File: src/rtl/interval_union_coverage_defines.svh
// Assertion helpers shared by the interval union coverage RTL.
`ifndef INTERVAL_UNION_COVERAGE_DEFINES_SVH
`define INTERVAL_UNION_COVERAGE_DEFINES_SVH

// Same-cycle implication, disabled while reset is asserted.
`define IUC_ASSERT_IMP(NAME, CLK, RSTN, ANTE, CONS, MSG) \
  NAME: assert property (@(posedge CLK) disable iff (!RSTN) (ANTE) |-> (CONS)) \
    else $error(MSG);

// Next-cycle implication, disabled while reset is asserted.
`define IUC_ASSERT_NXT(NAME, CLK, RSTN, ANTE, CONS, MSG) \
  NAME: assert property (@(posedge CLK) disable iff (!RSTN) (ANTE) |=> (CONS)) \
    else $error(MSG);

`endif

File: src/rtl/iuc_pkg.sv
`timescale 1ns / 1ps

package iuc_pkg;

  // Defaults for the top-level parameters
  localparam int MAX_INTERVALS_DEF = 64;
  localparam int COORD_BITS_DEF    = 32;

  // Fixed field widths of the channels
  localparam int SEG_W   = 32;
  localparam int TOTAL_W = 33;

  typedef enum logic [0:0] {
    KIND_ADD   = 1'b0,
    KIND_QUERY = 1'b1
  } kind_t;

  typedef struct packed {
    kind_t            kind;
    logic [SEG_W-1:0] seg_start;
    logic [SEG_W-1:0] seg_end;
  } in_item_t;

  typedef struct packed {
    logic [TOTAL_W-1:0] covered_total;
    logic               overflowed;
  } out_item_t;

  // Command broadcast from the controller to every cell
  typedef struct packed {
    logic cmp;  // latch overlap flags against the held interval
    logic ins;  // open a new entry, shift the tail up by one
    logic mrg;  // write the merged entry, retire absorbed entries
    logic shf;  // close up one retired entry, shift the tail down
  } iuc_cmd_t;

endpackage

File: src/rtl/iuc_ctrl.sv
`timescale 1ns / 1ps
`include "interval_union_coverage_defines.svh"

module iuc_ctrl #(
  parameter int MAXI = 64,
  parameter int CB   = 32,
  parameter int CW   = 7
) (
  input  logic               clk,
  input  logic               rst_n,
  input  logic               in_valid,
  output logic               in_stall,
  input  iuc_pkg::in_item_t  in_data,
  output logic               out_valid,
  input  logic               out_stall,
  output iuc_pkg::out_item_t out_data,
  input  logic               any_ov,
  input  logic               more,
  input  logic [CB-1:0]      sel_start,
  input  logic [CB-1:0]      sel_end,
  input  logic [CB:0]        sel_base,
  input  logic [CB:0]        sel_phi,
  output iuc_pkg::iuc_cmd_t  cmd,
  output logic [CB-1:0]      seg_s,
  output logic [CB-1:0]      seg_e,
  output logic [CB-1:0]      nw_start,
  output logic [CB-1:0]      nw_end,
  output logic [CB:0]        nw_psum,
  output logic [CB:0]        delta,
  output logic [CW-1:0]      count
);
  import iuc_pkg::*;

  typedef enum logic [2:0] {
    ST_IDLE,
    ST_CMP,
    ST_SEL,
    ST_CALC,
    ST_DLT,
    ST_UPD,
    ST_SHIFT
  } state_t;

  state_t         state_r;
  logic [CW-1:0]  count_r;
  logic [CB:0]    total_r;
  logic           ovf_r;
  logic           out_valid_r;
  out_item_t      out_data_r;
  logic [CB-1:0]  seg_s_r;
  logic [CB-1:0]  seg_e_r;
  logic           any_ov_r;
  logic [CB-1:0]  ns_r;
  logic [CB-1:0]  ne_r;
  logic [CB:0]    base_r;
  logic [CB:0]    phi_r;
  logic [CB:0]    len_r;
  logic [CB:0]    span_r;
  logic [CB:0]    delta_r;
  logic [CB:0]    npsum_r;

  logic                 accept;
  logic                 full;
  logic [CB+SEG_W-1:0]  s_wide;
  logic [CB+SEG_W-1:0]  e_wide;
  logic [CB+TOTAL_W:0]  tot_wide;

  // Reduce incoming coordinates to the coordinate width
  assign s_wide   = {{CB{1'b0}}, in_data.seg_start};
  assign e_wide   = {{CB{1'b0}}, in_data.seg_end};
  assign tot_wide = {{TOTAL_W{1'b0}}, total_r};

  assign full   = count_r == CW'(MAXI);
  assign accept = in_valid && !in_stall;

  // Stall while an add is in flight, or a query would find the result slot taken
  assign in_stall = (state_r != ST_IDLE) ||
                    ((in_data.kind == KIND_QUERY) && out_valid_r && out_stall);

  assign out_valid = out_valid_r;
  assign out_data  = out_data_r;
  assign seg_s     = seg_s_r;
  assign seg_e     = seg_e_r;
  assign nw_start  = ns_r;
  assign nw_end    = ne_r;
  assign nw_psum   = npsum_r;
  assign delta     = delta_r;
  assign count     = count_r;

  // Drive the cell chain from the current step
  always_comb begin
    cmd     = '0;
    cmd.cmp = state_r == ST_CMP;
    cmd.ins = (state_r == ST_UPD) && !any_ov_r && !full;
    cmd.mrg = (state_r == ST_UPD) && any_ov_r;
    cmd.shf = (state_r == ST_SHIFT) && more;
  end

  // Sequence one add through compare, select, length, delta, update and close-up; answer queries in idle
  always_ff @(posedge clk) begin
    if (!rst_n) begin
      state_r     <= ST_IDLE;
      count_r     <= '0;
      total_r     <= '0;
      ovf_r       <= 1'b0;
      out_valid_r <= 1'b0;
    end else begin
      // raise the result on a query transfer, drop it once taken
      if (accept && (in_data.kind == KIND_QUERY)) begin
        out_valid_r <= 1'b1;
      end else if (out_valid_r && !out_stall) begin
        out_valid_r <= 1'b0;
      end
      case (state_r)
        ST_IDLE: begin
          if (accept) begin
            if (in_data.kind == KIND_QUERY) begin
              out_data_r.covered_total <= tot_wide[TOTAL_W-1:0];
              out_data_r.overflowed    <= ovf_r;
            end else begin
              seg_s_r <= s_wide[CB-1:0];
              seg_e_r <= e_wide[CB-1:0];
              state_r <= ST_CMP;
            end
          end
        end
        ST_CMP: begin
          // drop a reversed interval
          state_r <= (seg_s_r > seg_e_r) ? ST_IDLE : ST_SEL;
        end
        ST_SEL: begin
          any_ov_r <= any_ov;
          base_r   <= sel_base;
          if (any_ov) begin
            ns_r  <= (sel_start < seg_s_r) ? sel_start : seg_s_r;
            ne_r  <= (sel_end > seg_e_r) ? sel_end : seg_e_r;
            phi_r <= sel_phi;
          end else begin
            ns_r  <= seg_s_r;
            ne_r  <= seg_e_r;
            phi_r <= sel_base;
          end
          state_r <= ST_CALC;
        end
        ST_CALC: begin
          len_r   <= {1'b0, ne_r} - {1'b0, ns_r} + {{CB{1'b0}}, 1'b1};
          span_r  <= phi_r - base_r;
          state_r <= ST_DLT;
        end
        ST_DLT: begin
          delta_r <= len_r - span_r;
          npsum_r <= base_r + len_r;
          state_r <= ST_UPD;
        end
        ST_UPD: begin
          if (!any_ov_r && full) begin
            ovf_r   <= 1'b1;
            state_r <= ST_IDLE;
          end else begin
            total_r <= total_r + delta_r;
            if (any_ov_r) begin
              state_r <= ST_SHIFT;
            end else begin
              count_r <= count_r + CW'(1);
              state_r <= ST_IDLE;
            end
          end
        end
        ST_SHIFT: begin
          // close up one absorbed entry per cycle
          if (more) begin
            count_r <= count_r - CW'(1);
          end else begin
            state_r <= ST_IDLE;
          end
        end
        default: begin
          state_r <= ST_IDLE;
        end
      endcase
    end
  end

  `IUC_ASSERT_IMP(a_count_bound, clk, rst_n, 1'b1, count_r <= CW'(MAXI), "entry count above table size")
  `IUC_ASSERT_NXT(a_ovf_sticky, clk, rst_n, ovf_r, ovf_r, "overflow flag cleared")
  `IUC_ASSERT_NXT(a_total_hold, clk, rst_n, state_r != ST_UPD, $stable(total_r), "total changed outside update")
  `IUC_ASSERT_NXT(a_shift_count, clk, rst_n, cmd.shf, count_r == $past(count_r) - CW'(1), "close-up did not retire an entry")

endmodule

File: config.mk
export PLATFORM = sky130hd
export DESIGN_NAME = iuc_ctrl
export DESIGN_NICKNAME = d
export VERILOG_FILES = /design/src/rtl/iuc_pkg.sv /design/src/rtl/iuc_ctrl.sv
export VERILOG_INCLUDE_DIRS = /design/src /design/src/rtl
export SDC_FILE = /design/constraint.sdc
export NUM_CORES = 1
export LEC_CHECK = 0
export ABC_AREA = 1
export BUFFER_PORTS_ARGS = -buffer_cell sky130_fd_sc_hd__buf_2
export CAP_MARGIN = 20
export CORE_MARGIN = 3
export CORE_UTILIZATION = 50
export CTS_CLUSTER_SIZE = 24
export DETAILED_ROUTE_END_ITERATION = 8
export PLACE_DENSITY = 0.78
export SYNTH_ARGS = -nofsm -noshare
export SYNTH_HDL_FRONTEND = slang
export SYNTH_SLANG_ARGS = --single-unit
File: constraint.sdc
create_clock -name clk -period 9.9 [get_ports clk]
set_input_delay 1.485 -clock clk [delete_from_list [all_inputs] [get_ports clk]]
set_output_delay 1.485 -clock clk [all_outputs]
set_load 0.005 [all_outputs]
==> results.yml <==
die:
  start_util: 0.508
  dieWidth_um: 238
  io_pins: 442
  rows: 84
  core_region_area_mm2: 0.0529
  die_h_um: 238
  dieArea_mm2: 0.0565
critical_path:
  start_kind: "input pin"
  reg2reg_to: "nw_end[18]$_DFFE_PP_"
  crit_type: "input pin to register"
  crit_arrival_ps: 4450
  path_max_fanout: 20
  r2r-start: "seg_e[15]$_DFFE_PP_"
  cp-end-kind: "register"
  reg2reg_slack_ps: 6380
  reg2regPathDepth: 12
  cp_data_required_time_ps: 10360
routing:
  ant_nets: 0
  routed_wl_mm: 84.0
  drt-initial-drc-count: 1490
  via_count: 23500
  drc: 0
  wl_per_cell_um: 19.2
  vias_per_cell: 5.36
  first_pass_iters: 6
grt:
  grt_pass1_vias: 23400
  grt_max_degree: 73
  grtUsageTotal: 0.292
  grt.busiest_layer: "met2"
  grtUsageMet1: 0.325
  met2_usage: 0.547
  grt.met3_usage: 0.0592
  globalRoute.totalOverflow: 0
  grt_pass1_wl_mm: 127
  antenna_found_initial: 11
timing:
  maxSlewViolCount: 0
  fin_ws_ps: 5910
  max_freq_ghz: 0.251
  finalSetupViolCount: 0
  finalCriticalPeriod_ps: 3990
  relSlewSlack: 0.327
  finalHoldViolCount: 0
  finClkSkew_ps: 26.9
  tns_ps: 0
  grt_setup_unrepaired: "no"
  fin_crit_sh: 0.403
  worstMarginPinSlew_ps: 999
  worst_hold_slack_ps: 463
yosys:
  syn_area_mm2: 0.0269
  netlist-cell-type-count: 46
  ys.flop_type: "edfxtp_1"
  ys_ff_latch: 406
  syn_area_per_cell_um2: 8.43
  synth_top_area_share: 0.404
  synthCells: 3186
  synthTopCellsByArea: "edfxtp_1 40%, ha_1 14%, nand2_1 11%"
  yosys.area.top_type: "edfxtp_1"
  ys_warn_count: 0
  async_reset_ff_frac: 0
  synth_edf_count: 361
  ys_seq_area_frac: 0.437
  synth_nets: 3684
place:
  place_ws_ps: 5320
  dp.final_hpwl_mm: 69.5
  globalplace.congestion: 0.994
  io_buffers: 441
cts:
  h-tree-depth: 2
  cts_sinks: 406
  postCtsSetupRepairBufs: 0
  clk_path_buf_depth: 3
  clock_latency_ps: 590
  clk_pin_slew_ps: 60
  holdBufCountCts: 0
  numCtsBuffers: 47
  cts_tree: "yes"
  cts_resized: 0
  cts-root-buf: "clkbuf_16"
min_path:
  min_path_type: "register to register"
  hp-start: "total_r[0]$_SDFFE_PN0P_"
  hold_depth: 0
  min_to: "out_data[1]$_DFFE_PP_"
outcome:
  status: "finished clean"
run:
  maxCapViolCount: 0
power_and_ir_drop:
  vdd_drop_max_mv: 0.160
  power_density_mw_per_mm2: 133
  p_leak_nw: 15.2
cells_and_area:
  drive_gt1_frac: 0.151
  area_growth_syn_to_layout_pct: 17.2
  fin_nets: 4151
layer usage:
metal / vias to the layer above / share of wire
li1: 11600 / -
met1: 10900 / 0.38
met2: 796 / 0.52
met3: 178 / 0.069
met4: 8 / 0.038
met5: - / 0.00079
flip-flops by register name (all words and copies together), names as in the netlist, 33 cells and up:
register	flops
nw_psum	33
delta	33
base_r	33
total_r	33
phi_r	33
len_r	33
span_r	33
out_data	34
power by group:
part           total [W]  internal [W]  switching [W]  leakage (nW)
logic           0.000479      0.000176       0.000303          10.8
registers        0.00195       0.00192      0.0000307          3.62
clock network    0.00177       0.00104       0.000726         0.741
stage by stage:
stage | cell area, um^2 | total power (W) | cells | util
after floorplan | 26900 | 0.00227 | 3186 | -
after global placement | 29900 | 0.00245 | 4289 | 0.565
after detailed placement | 29900 | 0.00246 | 4291 | 0.566
after CTS | 31500 | 0.00423 | 4374 | 0.595
after global routing | 31500 | 0.00435 | 4377 | 0.596
final | 31500 | 0.00420 | 4381 | 0.596
layout by cell type, fill, tap and decap left out, types with 26 or more instances in the layout:
cell and n:
nand2_1 795, xor2_1 83, clkbuf_16 48, ha_1 291, a21oi_1 257, o21ai_0 134
inv_1 472, o21bai_1 30, buf_2 441, nand3_1 180, dfxtp_1 45, edfxtp_1 361
xnor2_1 33, nor2_1 274, nand4_1 26
cell families after synthesis:
| logic type | synth area share |
|---|---|
| DFF | 0.437 |
| xor gates and xnor gates | 0.0378 |
| and+or+nand+nor | 0.201 |
| adders and majority gates | 0.140 |
| AOI/OAI and AO/OA | 0.110 |
| buffers and inverters | 0.0736 |
final cells by class:
cell class,count,area [um^2]
multi-input combinational,2268,13200
sequential,406,11700
timing repair buffer,455,2360
clock buffer,54,1220
inverter,475,1780
antenna,6,15.0
tap,688,861
clock inverter,29,324
fill,4750,21400
worst max path at each step:
| stage | startpoint | to | slack [ps] | cells after the start |
|---|---|---|---|---|
| global route | rst_n | phi_r[1]$_DFFE_PP_ | 5830 | 6 |
| floorplan | rst_n | seg_e[0]$_DFFE_PP_ | 1190 | 4 |
| finish | sel_end[15] | nw_end[18]$_DFFE_PP_ | 5910 | 12 |
| CTS | sel_start[5] | nw_start[18]$_DFFE_PP_ | 5940 | 13 |
| detailed placement | sel_start[5] | nw_start[2]$_DFFE_PP_ | 5320 | 13 |
| global placement | sel_start[5] | nw_start[27]$_DFFE_PP_ | 4790 | 13 |
Yosys cell counts (3+ instances only):
master	count
nand2_1	795
inv_1	472
edfxtp_1	361
ha_1	291
nor2_1	277
a21oi_1	258
nand3_1	180
o21ai_0	134
xor2_1	83
dfxtp_1	45
xnor2_1	33
o21bai_1	30
nand4_1	26
a21o_1	23
a31oi_1	23
nor3_1	21
clkbuf_1	17
a21boi_0	12
buf_2	12
o21a_1	11
o211ai_1	10
o21ai_1	9
nor4_1	7
or2_2	7
fa_1	6
a21oi_2	5
o2111ai_1	5
o21ai_2	5
nand3b_1	4
buf_4	3
worst max-delay path, cell delays in order:
cell	delay [ps]
buf_2	150
ha_1	320
nand2_1	70
nor2_1	140
nand4_1	120
nor4_1	590
a21oi_2	360
buf_4	320
nand2_1	510
buf_16	230
nand2_1	60
nand2_1	70
No activity file was read; power rests on OpenSTA's default activity.
